[src/rtl/tkbd_pkg.sv]
// Shared types and constants for the touch key baseline detector.
// No dependencies; tkbd_pipe, tkbd_ofifo and the core in rtl/ refer to it by scoped names.
package tkbd_pkg;

	// request opcodes
	localparam logic [1:0] OP_MEAS = 2'd0;
	localparam logic [1:0] OP_CLR  = 2'd1;
	localparam logic [1:0] OP_CAL  = 2'd2;
	localparam logic [1:0] OP_NOP  = 2'd3;

	// configuration register indexes
	localparam logic [1:0] CFG_KEY_COUNT = 2'd0;
	localparam logic [1:0] CFG_DEBOUNCE  = 2'd1;
	localparam logic [1:0] CFG_STROBE    = 2'd2;

	// running total holds AVG_DEPTH samples; depth is a power of two
	localparam int AVG_LOG2  = 4;
	localparam int AVG_DEPTH = 1 << AVG_LOG2;

	// x / 10 == (x * 52429) >> 19, exact for every 16-bit x
	localparam logic [16:0] DIV10_MUL   = 17'd52429;
	localparam int          DIV10_SHIFT = 19;

	// result queue
	localparam int OFIFO_DEPTH = 8;
	localparam int OFIFO_PW    = $clog2(OFIFO_DEPTH);
	localparam int OFIFO_CW    = $clog2(OFIFO_DEPTH + 1);

	typedef struct packed {
		logic [31:0] running_total;
		logic [15:0] mean;
		logic [15:0] low;
		logic [15:0] high;
		logic        pressed;
		logic        changed;
		logic [31:0] last_change;
		logic [31:0] strobe_start;
		logic [15:0] cal_max;
	} entry_t;

	typedef struct packed {
		logic [1:0]  opcode;
		logic [2:0]  key;
		logic [15:0] raw_count;
		logic [31:0] now_ms;
	} item_t;

	typedef struct packed {
		logic [2:0]  key_out;
		logic        pressed;
		logic        changed;
		logic [15:0] baseline;
		logic        ignored;
	} result_t;

	typedef struct packed {
		logic [3:0]  key_count;
		logic [15:0] debounce_ms;
		logic [15:0] strobe_ms;
	} cfg_t;

	typedef struct packed {
		logic       hold;
		logic [2:0] inflight;
	} pipe_stat_t;

endpackage

[src/rtl/tkbd_ram.sv]
// Generic single-write, single-read RAM with registered read data.
// No dependencies.
module tkbd_ram #(
	parameter int WIDTH = 8,
	parameter int DEPTH = 8
) (
	input  logic                                      clk,
	input  logic                                      we,
	input  logic [((DEPTH > 1) ? $clog2(DEPTH) : 1)-1:0] waddr,
	input  logic [WIDTH-1:0]                          wdata,
	input  logic [((DEPTH > 1) ? $clog2(DEPTH) : 1)-1:0] raddr,
	output logic [WIDTH-1:0]                          rdata
);

	logic [WIDTH-1:0] mem [DEPTH];

	always_ff @(posedge clk) begin
		if (we) begin
			mem[waddr] <= wdata;
		end
		rdata <= mem[raddr];
	end

endmodule

[src/rtl/tkbd_pipe.sv]
// Per-key read-modify-write pipeline: state RAM, baseline tracking, thresholds
// and hysteresis. Depends on tkbd_pkg and tkbd_ram.
module tkbd_pipe #(
	parameter int KEYS = 8
) (
	input  logic                 clk,
	input  logic                 arst_n,
	input  logic                 acc,
	input  tkbd_pkg::item_t      item,
	input  tkbd_pkg::cfg_t       cfg,
	output tkbd_pkg::pipe_stat_t stat,
	output logic                 res_valid,
	output tkbd_pkg::result_t    res
);

	localparam int KW = (KEYS > 1) ? $clog2(KEYS) : 1;
	localparam int EW = $bits(tkbd_pkg::entry_t);

	logic [KW-1:0] in_idx;
	logic          in_ok;

	logic [EW-1:0]      rd_data;
	tkbd_pkg::entry_t   rd_e;
	tkbd_pkg::entry_t   e1;
	logic               wr_en;
	tkbd_pkg::entry_t   e_new;

	logic [KEYS-1:0] ent_q;
	logic [KEYS-1:0] cal_q;

	// stage 1: RAM data arrives
	logic             v_s1;
	tkbd_pkg::item_t  it_s1;
	logic [KW-1:0]    idx_s1;
	logic             ok_s1;
	logic [31:0]      dt_dbn;
	logic [31:0]      dt_str;
	logic [16:0]      thr;
	logic [15:0]      calmax;

	// stage 2: window compares and total update
	logic             v_s2;
	tkbd_pkg::item_t  it_s2;
	logic [KW-1:0]    idx_s2;
	logic             ok_s2;
	tkbd_pkg::entry_t e_s2;
	logic [31:0]      dt_dbn_s2;
	logic [31:0]      dt_str_s2;
	logic [16:0]      thr_s2;
	logic [15:0]      calmax_s2;
	logic             frozen;
	logic             str_ok;
	logic             upd;
	logic             meas;
	logic             cal;
	tkbd_pkg::entry_t e2;

	// stage 3: baseline and divide by ten
	logic             v_s3;
	tkbd_pkg::item_t  it_s3;
	logic [KW-1:0]    idx_s3;
	logic             ok_s3;
	logic             meas_s3;
	logic             upd_s3;
	logic             cal_s3;
	tkbd_pkg::entry_t e_s3;
	logic [31:0]      q32;
	logic [15:0]      q;
	tkbd_pkg::entry_t e3;
	logic [32:0]      prod;

	// stage 4: thresholds, hysteresis, write back
	logic             v_s4;
	tkbd_pkg::item_t  it_s4;
	logic [KW-1:0]    idx_s4;
	logic             ok_s4;
	logic             meas_s4;
	logic             upd_s4;
	logic             cal_s4;
	tkbd_pkg::entry_t e_s4;
	logic [32:0]      prod_s4;
	logic [15:0]      low_n;
	logic [15:0]      cnt_c;
	logic [15:0]      diff;

	assign in_idx = KW'(item.key);
	assign in_ok  = ({1'b0, item.key} < cfg.key_count) && (32'(item.key) < 32'(KEYS));

	// hold a request whose key is still in flight, and a clear until the pipe drains
	always_comb begin
		stat.hold = (v_s1 && idx_s1 == in_idx) || (v_s2 && idx_s2 == in_idx) ||
		            (v_s3 && idx_s3 == in_idx) || (v_s4 && idx_s4 == in_idx) ||
		            (item.opcode == tkbd_pkg::OP_CLR && (v_s1 || v_s2 || v_s3 || v_s4));
		stat.inflight = {2'b00, v_s1} + {2'b00, v_s2} + {2'b00, v_s3} + {2'b00, v_s4};
	end

	tkbd_ram #(
		.WIDTH(EW),
		.DEPTH(KEYS)
	) u_ram (
		.clk  (clk),
		.we   (wr_en),
		.waddr(idx_s4),
		.wdata(e_new),
		.raddr(in_idx),
		.rdata(rd_data)
	);

	assign rd_e = rd_data;

	always_ff @(posedge clk or negedge arst_n) begin
		if (!arst_n) begin
			v_s1  <= 1'b0;
			v_s2  <= 1'b0;
			v_s3  <= 1'b0;
			v_s4  <= 1'b0;
			ent_q <= '0;
			cal_q <= '0;
		end else begin
			v_s1 <= acc;
			v_s2 <= v_s1;
			v_s3 <= v_s2;
			v_s4 <= v_s3;
			if (acc && item.opcode == tkbd_pkg::OP_CLR) begin
				cal_q <= '0;
			end
			if (wr_en) begin
				ent_q[idx_s4] <= 1'b1;
				cal_q[idx_s4] <= 1'b1;
			end
		end
	end

	// stage 1: entries never written read as zero; a clear zeroes calibration fields
	always_comb begin
		e1 = rd_e;
		if (!ent_q[idx_s1]) begin
			e1 = '0;
		end
		if (!cal_q[idx_s1]) begin
			e1.cal_max      = '0;
			e1.last_change  = '0;
			e1.strobe_start = '0;
		end
		dt_dbn = it_s1.now_ms - e1.last_change;
		dt_str = it_s1.now_ms - e1.strobe_start;
		thr    = {1'b0, e1.mean} + {2'b00, e1.low[15:1]};
		calmax = (it_s1.raw_count > e1.cal_max) ? it_s1.raw_count : e1.cal_max;
	end

	// stage 2
	always_comb begin
		frozen = dt_dbn_s2 <= 32'(cfg.debounce_ms);
		str_ok = dt_str_s2 > 32'(cfg.strobe_ms);
		upd    = {1'b0, it_s2.raw_count} <= thr_s2;
		meas   = ok_s2 && it_s2.opcode == tkbd_pkg::OP_MEAS && !frozen;
		cal    = ok_s2 && it_s2.opcode == tkbd_pkg::OP_CAL;
		e2     = e_s2;
		if (cal) begin
			e2.cal_max       = calmax_s2;
			e2.mean          = calmax_s2;
			e2.running_total = 32'(calmax_s2) << tkbd_pkg::AVG_LOG2;
		end else if (meas && upd && str_ok) begin
			e2.running_total = e_s2.running_total - 32'(e_s2.mean) + 32'(it_s2.raw_count);
		end
	end

	// stage 3: saturate the baseline and start the divide by ten
	always_comb begin
		q32 = e_s3.running_total >> tkbd_pkg::AVG_LOG2;
		q   = (|q32[31:16]) ? 16'hFFFF : q32[15:0];
		e3  = e_s3;
		if (meas_s3 && upd_s3) begin
			e3.mean = q;
		end
		prod = 33'(q) * 33'(tkbd_pkg::DIV10_MUL);
	end

	// stage 4
	always_comb begin
		e_new = e_s4;
		low_n = 16'(prod_s4 >> tkbd_pkg::DIV10_SHIFT);
		if (meas_s4 && upd_s4) begin
			e_new.low  = low_n;
			e_new.high = low_n + {2'b00, low_n[15:2]};
		end
		cnt_c = (it_s4.raw_count < e_new.mean) ? e_new.mean : it_s4.raw_count;
		diff  = cnt_c - e_new.mean;
		if (meas_s4) begin
			e_new.changed = 1'b0;
			if (diff > e_new.high) begin
				if (!e_s4.pressed) begin
					e_new.changed      = 1'b1;
					e_new.last_change  = it_s4.now_ms;
					e_new.strobe_start = it_s4.now_ms;
				end
				e_new.pressed = 1'b1;
			end else if (diff < e_new.low) begin
				if (e_s4.pressed) begin
					e_new.changed      = 1'b1;
					e_new.last_change  = it_s4.now_ms;
					e_new.strobe_start = it_s4.now_ms;
				end
				e_new.pressed = 1'b0;
			end
		end
		wr_en = v_s4 && (meas_s4 || cal_s4);

		res.key_out  = it_s4.key;
		res.ignored  = !ok_s4;
		res.pressed  = ok_s4 && e_new.pressed;
		res.changed  = ok_s4 && e_new.changed;
		res.baseline = ok_s4 ? e_new.mean : 16'd0;
	end

	assign res_valid = v_s4;

	always_ff @(posedge clk) begin
		it_s1     <= item;
		idx_s1    <= in_idx;
		ok_s1     <= in_ok;

		it_s2     <= it_s1;
		idx_s2    <= idx_s1;
		ok_s2     <= ok_s1;
		e_s2      <= e1;
		dt_dbn_s2 <= dt_dbn;
		dt_str_s2 <= dt_str;
		thr_s2    <= thr;
		calmax_s2 <= calmax;

		it_s3     <= it_s2;
		idx_s3    <= idx_s2;
		ok_s3     <= ok_s2;
		meas_s3   <= meas;
		upd_s3    <= upd;
		cal_s3    <= cal;
		e_s3      <= e2;

		it_s4     <= it_s3;
		idx_s4    <= idx_s3;
		ok_s4     <= ok_s3;
		meas_s4   <= meas_s3;
		upd_s4    <= upd_s3;
		cal_s4    <= cal_s3;
		e_s4      <= e3;
		prod_s4   <= prod;
	end

	a_key_unique: assert property (@(posedge clk) disable iff (!arst_n)
		(v_s1 && v_s2) |-> (idx_s1 != idx_s2 && idx_s1 != idx_s3 || !v_s3))
		else $error("two in-flight requests share a key");

	a_clr_empty: assert property (@(posedge clk) disable iff (!arst_n)
		(acc && item.opcode == tkbd_pkg::OP_CLR) |-> !(v_s1 || v_s2 || v_s3 || v_s4))
		else $error("clear taken with requests in flight");

	a_wr_marks: assert property (@(posedge clk) disable iff (!arst_n)
		wr_en |=> (ent_q[$past(idx_s4)] && cal_q[$past(idx_s4)]))
		else $error("written entry not marked valid");

	a_cal_mean: assert property (@(posedge clk) disable iff (!arst_n)
		(wr_en && cal_s4) |-> (e_new.mean == e_new.cal_max))
		else $error("calibration did not preload the baseline");

endmodule

[src/rtl/tkbd_ofifo.sv]
// Result queue between the pipeline and the output channel.
// Depends on tkbd_pkg.
module tkbd_ofifo (
	input  logic                           clk,
	input  logic                           arst_n,
	input  logic                           push,
	input  tkbd_pkg::result_t              push_data,
	output logic                           out_valid,
	input  logic                           out_stall,
	output tkbd_pkg::result_t              out_data,
	output logic [tkbd_pkg::OFIFO_CW-1:0]  count
);

	tkbd_pkg::result_t               buf_q [tkbd_pkg::OFIFO_DEPTH];
	logic [tkbd_pkg::OFIFO_PW-1:0]   wr_ptr_q;
	logic [tkbd_pkg::OFIFO_PW-1:0]   rd_ptr_q;
	logic [tkbd_pkg::OFIFO_CW-1:0]   cnt_q;
	logic                            pop;

	assign out_valid = cnt_q != '0;
	assign pop       = out_valid && !out_stall;
	assign out_data  = buf_q[rd_ptr_q];
	assign count     = cnt_q;

	always_ff @(posedge clk or negedge arst_n) begin
		if (!arst_n) begin
			wr_ptr_q <= '0;
			rd_ptr_q <= '0;
			cnt_q    <= '0;
		end else begin
			if (push) begin
				wr_ptr_q <= wr_ptr_q + 1'b1;
			end
			if (pop) begin
				rd_ptr_q <= rd_ptr_q + 1'b1;
			end
			unique case ({push, pop})
				2'b10:   cnt_q <= cnt_q + 1'b1;
				2'b01:   cnt_q <= cnt_q - 1'b1;
				default: cnt_q <= cnt_q;
			endcase
		end
	end

	always_ff @(posedge clk) begin
		if (push) begin
			buf_q[wr_ptr_q] <= push_data;
		end
	end

	a_no_overflow: assert property (@(posedge clk) disable iff (!arst_n)
		push |-> (cnt_q < tkbd_pkg::OFIFO_CW'(tkbd_pkg::OFIFO_DEPTH) || pop))
		else $error("result queue overflow");

endmodule

[src/rtl/touch_key_baseline_detector_core.sv]
// Touch key baseline detector. Throughput one request per cycle while the key asked for
// is not in flight and the result queue has room for it and every request in flight; a
// request for a key still in the four-stage state RAM read-modify-write waits until that
// key is written back, and clear calibration waits until the pipeline has drained.
// Reset (arst_n low) zeroes all per-key state through valid flags, empties the result
// queue and loads key_count 8, debounce_ms 50, strobe_ms 200.
module touch_key_baseline_detector_core #(
	parameter int KEYS = 8
) (
	input  logic        clk,
	input  logic        arst_n,
	input  logic        in_valid,
	output logic        in_stall,
	input  logic [1:0]  opcode,
	input  logic [2:0]  key,
	input  logic [15:0] raw_count,
	input  logic [31:0] now_ms,
	output logic        out_valid,
	input  logic        out_stall,
	output logic [2:0]  key_out,
	output logic        pressed,
	output logic        changed,
	output logic [15:0] baseline,
	output logic        ignored,
	input  logic        cfg_we,
	input  logic [1:0]  cfg_index,
	input  logic [15:0] cfg_data
);

	tkbd_pkg::cfg_t                  cfg_q;
	tkbd_pkg::item_t                 item;
	tkbd_pkg::pipe_stat_t            stat;
	tkbd_pkg::result_t               res;
	tkbd_pkg::result_t               head;
	logic                            res_valid;
	logic                            acc;
	logic [tkbd_pkg::OFIFO_CW-1:0]   fifo_cnt;
	logic [tkbd_pkg::OFIFO_CW:0]     committed;
	logic                            credit_ok;

	always_ff @(posedge clk or negedge arst_n) begin
		if (!arst_n) begin
			cfg_q.key_count   <= 4'd8;
			cfg_q.debounce_ms <= 16'd50;
			cfg_q.strobe_ms   <= 16'd200;
		end else if (cfg_we) begin
			unique case (cfg_index)
				tkbd_pkg::CFG_KEY_COUNT: cfg_q.key_count   <= cfg_data[3:0];
				tkbd_pkg::CFG_DEBOUNCE:  cfg_q.debounce_ms <= cfg_data;
				tkbd_pkg::CFG_STROBE:    cfg_q.strobe_ms   <= cfg_data;
				default:                 cfg_q <= cfg_q;
			endcase
		end
	end

	assign item.opcode    = opcode;
	assign item.key       = key;
	assign item.raw_count = raw_count;
	assign item.now_ms    = now_ms;

	// reserve a queue slot for every request in flight
	assign committed = {1'b0, fifo_cnt} + (tkbd_pkg::OFIFO_CW + 1)'(stat.inflight);
	assign credit_ok = committed < (tkbd_pkg::OFIFO_CW + 1)'(tkbd_pkg::OFIFO_DEPTH);
	assign in_stall  = stat.hold || !credit_ok;
	assign acc       = in_valid && !in_stall;

	tkbd_pipe #(
		.KEYS(KEYS)
	) u_pipe (
		.clk      (clk),
		.arst_n   (arst_n),
		.acc      (acc),
		.item     (item),
		.cfg      (cfg_q),
		.stat     (stat),
		.res_valid(res_valid),
		.res      (res)
	);

	tkbd_ofifo u_ofifo (
		.clk      (clk),
		.arst_n   (arst_n),
		.push     (res_valid),
		.push_data(res),
		.out_valid(out_valid),
		.out_stall(out_stall),
		.out_data (head),
		.count    (fifo_cnt)
	);

	assign key_out  = head.key_out;
	assign pressed  = head.pressed;
	assign changed  = head.changed;
	assign baseline = head.baseline;
	assign ignored  = head.ignored;

endmodule

[config.mk]
export PLATFORM = sky130hd
export DESIGN_NAME = touch_key_baseline_detector_core
export DESIGN_NICKNAME = d
export VERILOG_FILES = /design/src/rtl/tkbd_pkg.sv /design/src/rtl/tkbd_ram.sv /design/src/rtl/tkbd_pipe.sv /design/src/rtl/tkbd_ofifo.sv /design/src/rtl/touch_key_baseline_detector_core.sv
export SDC_FILE = /design/constraint.sdc
export NUM_CORES = 2
export LEC_CHECK = 0
export BUFFER_PORTS_ARGS = -buffer_cell sky130_fd_sc_hd__buf_4
export CORE_ASPECT_RATIO = 2
export CORE_UTILIZATION = 55
export CTS_CLUSTER_SIZE = 24
export DETAILED_ROUTE_END_ITERATION = 8
export PLACE_DENSITY = 0.71
export SYNTH_ARGS = -nofsm -noshare
export SYNTH_HDL_FRONTEND = slang
export SYNTH_SLANG_ARGS = --single-unit
[constraint.sdc]
create_clock -name clk -period 16.3 [get_ports clk]
set_input_delay 3.26 -clock clk [delete_from_list [all_inputs] [get_ports clk]]
set_output_delay 3.26 -clock clk [all_outputs]
set_load 0.05 [all_outputs]
======== Word-level counts from Yosys, hierarchy flattened ========
Memory sizes are Yosys's and may differ from the RTL's. A register that Yosys moved wholly into a read port is not among the register bits.
Cells that the tools add are included.
word-level totals
  bits in registers ....................... 899
  memory bits (writable) .................. 1,472
  bits of input ports ..................... 76
  output and inout port bits .............. 24
  word-level logic and storage cells ...... 183
  memories ................................ 2
memory list
  name              words  bits a word  rd ports  clocked after Yosys merged registers in  write ports  RTL line          source
  u_pipe.u_ram.mem  8      162          1         1                                        1            tkbd_ram.sv:15    logic [WIDTH-1:0] mem [DEPTH];
  u_ofifo.buf_q     8      22           1         0                                        1            tkbd_ofifo.sv:14  tkbd_pkg::result_t buf_q [tkbd_pkg::OFIFO_DEPTH];
operators by class
  add/sub/neg operators ................... 15
  multiply operators ...................... 1
  order comparisons ....................... 12
  eq/ne operators ......................... 10
  muxes and demuxes ....................... 30
  bitwise gates (word level) .............. 2
  reductions and logical operators ........ 41
operator list
  cell                                                 count
  2-to-1 mux 66 bit                                    3
  2-to-1 mux 130 bit                                   1
  2-to-1 mux 65 bit                                    2
  2-to-1 mux 16 bit                                    7
  2-to-1 mux 80 bit                                    1
  2-to-1 mux 32 bit                                    2
  subtractor 32 bit                                    2
  adder 32 x 16 -> 32 bit                              1
  > comparator 16 bit                                  2
  > comparator 32 x 16 -> 1 bit                        1
  less-or-equal comparator 32 x 16 -> 1 bit            1
  less-than comparator 16 bit                          2
  multiplier 16 x 16 -> 32 bit, second input constant  1
  subtractor 32 x 16 -> 32 bit                         1
  2-to-1 mux 20 bit                                    1
  logical AND 1 bit                                    19
  adder 16 x 15 -> 17 bit                              1
  less-or-equal comparator 16 x 17 -> 1 bit            1
  2-to-1 mux 8 bit                                     2
  OR 8 bit                                             2
  subtractor 16 bit                                    1
  adder 13 x 11 -> 14 bit                              1
  equality test 3 bit                                  4
  OR reduction 12 bit                                  1
  other kinds (22)                                     51

======== Logic depth before layout (Yosys ltp) ========
  word-level depth ........................ 13
  gate-level depth with buffers ........... 33
  gate-level depth less buffers ........... 30

======== Modules after synthesis ========
Synthesis repeated with hierarchy kept, for this count alone.
second synthesis, totals
  cell total of the unflattened synthesis .. 5,741
  area total of the unflattened synthesis .. 95,999.6 um^2
by module, submodules not included
  module                            times used  cells each  area an instance (um^2)  sequential area each (um^2)
  tkbd_ram                          1           2,047       51,939.8                 42,160.4
  tkbd_pipe                         1           3,302       35,202.5                 16,796.1
  tkbd_ofifo                        1           308         7,323.3                  5,535.3
  touch_key_baseline_detector_core  1           84          1,534.0                  909.6

======== Least setup slack after synthesis ========
OpenSTA, ideal clock, no wires.
  path type ............................... register to register
  from .................................... register u_pipe.v_s4 (netlist: u_pipe.res_valid)
  to ...................................... register u_pipe.ent_q[0]
  setup time .............................. 0.136 ns
  data arrival time ....................... 13.094 ns
  data required time ...................... 16.164 ns
  setup slack ............................. 3.071 ns
  stages on the path, launching flop included .. 6
  path buffers ............................ 1
  period minus slack after synthesis ...... 13.229 ns
  path through ............................ dfrtp_1 clkbuf_1 inv_1 or3_1 nor3_1 or2_2
between the ends
  cells in the longest elaborated chain, start to end .. 1
ends and longest elaborated chain
  element                        RTL line          source
  start, declared                tkbd_pipe.sv:73   logic v_s4;
  start signal, assigned         tkbd_pipe.sv:123  v_s4 <= v_s3;
  logical AND 1 bit              tkbd_pipe.sv:207  wr_en = v_s4 && (meas_s4 || cal_s4);
  end signal, assigned           tkbd_pipe.sv:117  ent_q <= '0;
  end signal, assigned by index  tkbd_pipe.sv:128  ent_q[idx_s4] <= 1'b1;
  end, declared                  tkbd_pipe.sv:28   logic [KEYS-1:0] ent_q;
Every way passes these cells.
A chain may end at the register's enable or synchronous reset.

======== Final worst setup path ========
  from .................................... input port key[2]
  to ...................................... output port in_stall
between the ends
  cells in the longest elaborated chain, start to end .. 7
  elaborated cells on any way between the ends .. 13
  classes of those cells .................. eq/ne: 4; reduce/logical: 9
ends and longest elaborated chain
  element                             RTL line                                source
  start, declared                     touch_key_baseline_detector_core.sv:15  input logic [2:0] key,
  equality test 3 bit                 tkbd_pipe.sv:91                         stat.hold = (v_s1 && idx_s1 == in_idx) || (v_s2 && idx_s2 == in_idx) ||
  logical AND 1 bit                   tkbd_pipe.sv:91
  logical OR 1 bit (2 in series)      tkbd_pipe.sv:91
  logical OR 1 bit (*) (2 in series)  tkbd_pipe.sv:92                         (v_s3 && idx_s3 == in_idx) || (v_s4 && idx_s4 == in_idx) ||
  logical OR 1 bit (*)                touch_key_baseline_detector_core.sv:64  assign in_stall = stat.hold || !credit_ok;
  end, declared                       touch_key_baseline_detector_core.sv:13  output logic in_stall,
Mark *: on every way between the ends. The rest lies on a longest branch, timed or not.

==> flow_summary.yaml <==
run_status:
  status: "finished, final reports clean"
cts:
  clk_tree_root_cell: "sky130_fd_sc_hd__clkbuf_16"
  clock_path_buffers: 4
  tritoncts: "done"
  ctsResizeCount: 0
  clkSinkCount: 2514
  h_tree_levels: 4
  post_cts_hold_buffer_count: 0
  cts_setup_buffers: 0
  clock_latency_ns: 0.87
  clk_pin_slew_worst_paths_ns: 0.07
  tritoncts.num_buffers: 208
logic_synthesis:
  area_share_of_the_leading_cell_type_in_the_synthesized_netlist: 0.463
  synth_fp_nets: 6386
  number_of_storage_elements_in_the_synthesis_netlist: 2514
  postSynth.asyncResetShare: 0.0263
  synth_edf_count: 1472
  postSynthAreaPerCell_sq_um: 16.4
  postSynthCellCount: 5818
  yosys.cell_types.count: 68
  yosys_warnings: 0
  synth-seq-area-share: 0.685
  synth_area_sq_um: 95500
  synth_top_cells_by_area: "sky130_fd_sc_hd__edfxtp_1, sky130_fd_sc_hd__dfxtp_1, sky130_fd_sc_hd__mux4_2"
  ys.flop_type: "sky130_fd_sc_hd__edfxtp_1"
  synth_top_area_cell: "sky130_fd_sc_hd__edfxtp_1"
setup_path:
  cp_endpoint_kind: "primary output"
  required_ns: 13.04
  crit_arrival_ns: 5.20
  worst_setup_path_start_kind: "input pin"
  crit_path_max_incr_delay_ns: 0.64
  timing.critical_path.cells: "buf_8, xnor2_1, nand4_1, nand4_1, nor3_1, inv_1, buf_4"
  path_class: "input pin to primary output"
  path_common_cell: "sky130_fd_sc_hd__nand4_1"
  regToRegSetupSlack_ns: 8.03
  worstPathMaxFanout: 80
  worst_path_max_delay_cell: "sky130_fd_sc_hd__buf_8"
placed_design:
  hpwlAfterDp_mm: 139
  portBuffers: 99
  final_estimated_routing_congestion_in_global_placement: 0.938
  detailedPlace.worstSlack_ns: 7.86
  dp.cells: 8097
timing:
  final_max_slew_viol_count: 0
  final.min_clock_period_ns: 8.46
  max-slew-margin-rel: 0.250
  hold_ws_ns: 0.297
  fmax_mhz: 118
  timing.final.crit_share: 0.519
  final-hold-violation-count: 0
  grt_setup_unrepaired: "no"
  number_of_endpoints_failing_setup_at_the_final_stage: 0
  finalSetupTns_ns: 0
  worst-slew-pin-transition_ns: 1.11
  fin_ws_ns: 7.84
  finalClockSkew_ns: 0.0916
route:
  drt_iter0_markers: 3118
  vias: 48200
  route.antenna.remaining_nets: 0
  wl_per_cell_microns: 25.4
  totalWireLength_mm: 216
  detail_route.drc_violations: 0
  first_pass_iters: 7
  via_to_cell_ratio: 5.68
grt:
  grt_pass1_wl_mm: 321
  grt_pass1_vias: 51800
  globalRouteOverflowTotal: 0
  number_of_antenna_violations_at_the_first_check_in_global_routing: 8
  pin_count_of_the_biggest_net_entering_global_routing: 137
  globalRouteTotalUtil: 0.248
hold_path:
  hold_class: "flop to flop"
floorplan:
  die_area_sq_um: 175000
  die_h_microns: 591
  design.portCount: 100
  initial_core_util: 0.553
  die_w_microns: 297
  core_region_area_sq_um: 173000
  std_cell_rows: 216
cells_and_area:
  finalNonFillerCells: 8488
  design.final.nets: 6586
  proportion_of_layout_cells_with_a_drive_suffix_above_1: 0.197
  syn2layout_area_growth_pct: 10.9
run:
  cap_violations: 0
[cell usage in the layout, fill, tap and decap left out, types with 18 or more instances in the layout]
cell                        instances
sky130_fd_sc_hd__nor2b_1          102
sky130_fd_sc_hd__or3_1             18
sky130_fd_sc_hd__xnor2_1          102
sky130_fd_sc_hd__o21a_1            32
sky130_fd_sc_hd__inv_1            450
sky130_fd_sc_hd__clkinv_2          39
sky130_fd_sc_hd__nand3_1           31
sky130_fd_sc_hd__or2_2             28
sky130_fd_sc_hd__nor3_1            36
sky130_fd_sc_hd__clkbuf_16        213
sky130_fd_sc_hd__mux2_2           278
sky130_fd_sc_hd__a21o_1            73
sky130_fd_sc_hd__dfxtp_1          976
sky130_fd_sc_hd__nand2_1          289
sky130_fd_sc_hd__clkbuf_1          48
sky130_fd_sc_hd__nor2_1           151
sky130_fd_sc_hd__nand2b_1          30
sky130_fd_sc_hd__mux2i_1           26
sky130_fd_sc_hd__and2_1            21
sky130_fd_sc_hd__mux4_2           372
sky130_fd_sc_hd__a211oi_1          19
sky130_fd_sc_hd__buf_4            143
sky130_fd_sc_hd__fa_1             104
sky130_fd_sc_hd__mux2_4            40
sky130_fd_sc_hd__a21oi_1          161
sky130_fd_sc_hd__nand4_1           37
sky130_fd_sc_hd__edfxtp_1        1472
sky130_fd_sc_hd__ha_1             388
sky130_fd_sc_hd__clkinv_1          21
sky130_fd_sc_hd__dfrtp_1           58
sky130_fd_sc_hd__clkbuf_8          24
sky130_fd_sc_hd__o211ai_1          23
sky130_fd_sc_hd__xor2_1            35
sky130_fd_sc_hd__o21ai_0          113
[critical path, delay by kind of cell]
family        cells  cell delay, ns
buf+inv           3            0.96
simple gates      3            0.74
xor+xnor          1            0.17
[layer usage]
metal | track usage | routed length, microns | vias up
met5 | 0 | 0 | -
met4 | 0.157 | 14700 | 0
met3 | 0.0234 | 6870 | 494
met2 | 0.456 | 115000 | 1128
met1 | 0.273 | 78700 | 24700
li1 | - | - | 21800
[cells by family (layout without fill, tap and decap cells)]
| logic type | count (synthesis) | count (layout) | share of synthesized area |
|---|---|---|---|
| fa+ha+maj | 492 | 492 | 0.0726 |
| xor+xnor | 137 | 137 | 0.0126 |
| other cells | 0 | 8 | 0 |
| flops | 2514 | 2514 | 0.685 |
| compound gates | 531 | 531 | 0.0353 |
| simple gates | 813 | 813 | 0.0407 |
| mux | 717 | 717 | 0.130 |
| buf+inv | 614 | 987 | 0.0247 |
[cells in the mapped netlist, types with 19 or more instances]
library cell,number
sky130_fd_sc_hd__nor2b_1,102
sky130_fd_sc_hd__nand2b_1,30
sky130_fd_sc_hd__o21a_1,32
sky130_fd_sc_hd__fa_1,104
sky130_fd_sc_hd__mux2i_1,27
sky130_fd_sc_hd__ha_1,388
sky130_fd_sc_hd__mux4_2,372
sky130_fd_sc_hd__mux2_2,279
sky130_fd_sc_hd__nor3_1,40
sky130_fd_sc_hd__edfxtp_1,1472
sky130_fd_sc_hd__inv_1,450
sky130_fd_sc_hd__a21oi_1,162
sky130_fd_sc_hd__or2_2,28
sky130_fd_sc_hd__nand4_1,37
sky130_fd_sc_hd__nand2_1,289
sky130_fd_sc_hd__o211ai_1,23
sky130_fd_sc_hd__xnor2_1,102
sky130_fd_sc_hd__xor2_1,35
sky130_fd_sc_hd__clkbuf_1,102
sky130_fd_sc_hd__dfrtp_1,59
sky130_fd_sc_hd__o21ai_0,113
sky130_fd_sc_hd__dfxtp_1,976
sky130_fd_sc_hd__nor2_1,164
sky130_fd_sc_hd__a21o_1,73
sky130_fd_sc_hd__a211oi_1,19
sky130_fd_sc_hd__mux2_4,39
sky130_fd_sc_hd__and2_1,21
sky130_fd_sc_hd__buf_1,46
sky130_fd_sc_hd__nand3_1,31
[through the flow]
stage	util	area, sq um
6_report	0.613	106000
5_1_grt	0.613	106000
4_1_cts	0.613	106000
3_5_place_dp	0.574	99100
3_3_place_gp	0.574	99100
2_1_floorplan	-	95500
[worst paths after layout]
path	from	endpoint	cells past startpoint
max reg2reg	u_pipe.e_new[115]$_DFF_P_	u_pipe.u_ram.mem[0][22]$_DFFE_PP_	30
min	u_pipe.e2[32]$_DFF_P_	u_pipe.e3[32]$_DFF_P_	0
max	key[2]	in_stall	7
max in group asynchronous	arst_n	u_ofifo.rd_ptr_q[0]$_DFFE_PN0P_	1
min in group asynchronous	arst_n	u_pipe.v_s2$_DFF_PN0_	1
min reg2reg	u_pipe.e2[32]$_DFF_P_	u_pipe.e3[32]$_DFF_P_	0
[final cells by class]
| cell class | instances | area [sq um] |
|---|---|---|
| clock inverter | 96 | 932 |
| inverter | 452 | 1700 |
| multi-input combinational | 2690 | 27900 |
| fill | 12600 | 66800 |
| sequential | 2514 | 65400 |
| clock buffer | 287 | 5860 |
| tap | 2289 | 2860 |
| antenna | 8 | 20.0 |
| timing repair buffer | 152 | 1240 |
[flip-flops by register name (all words and copies together) (netlist names), 13 cells and up]
name,cells
u_pipe.e_s4,98
u_pipe.prod_s4,13
u_pipe.e_s3,16
u_pipe.u_ram.mem,1296
u_pipe.it_s1,53
u_pipe.it_s3,51
u_pipe.it_s4,48
u_pipe.dt_str_s2,32
u_pipe.e3,146
u_pipe.dt_dbn_s2,32
u_pipe.it_s2,53
u_pipe.calmax_s2,16
u_pipe.u_ram.rdata,162
u_pipe.e_new,64
u_ofifo.buf_q,176
cfg_q,36
u_pipe.e_s2,64
u_pipe.e2,98
u_pipe.thr_s2,17
Power is left out: the tool's default activity adds up to more than one toggle a clock period on the data nets, which glitch-free logic cannot reach.
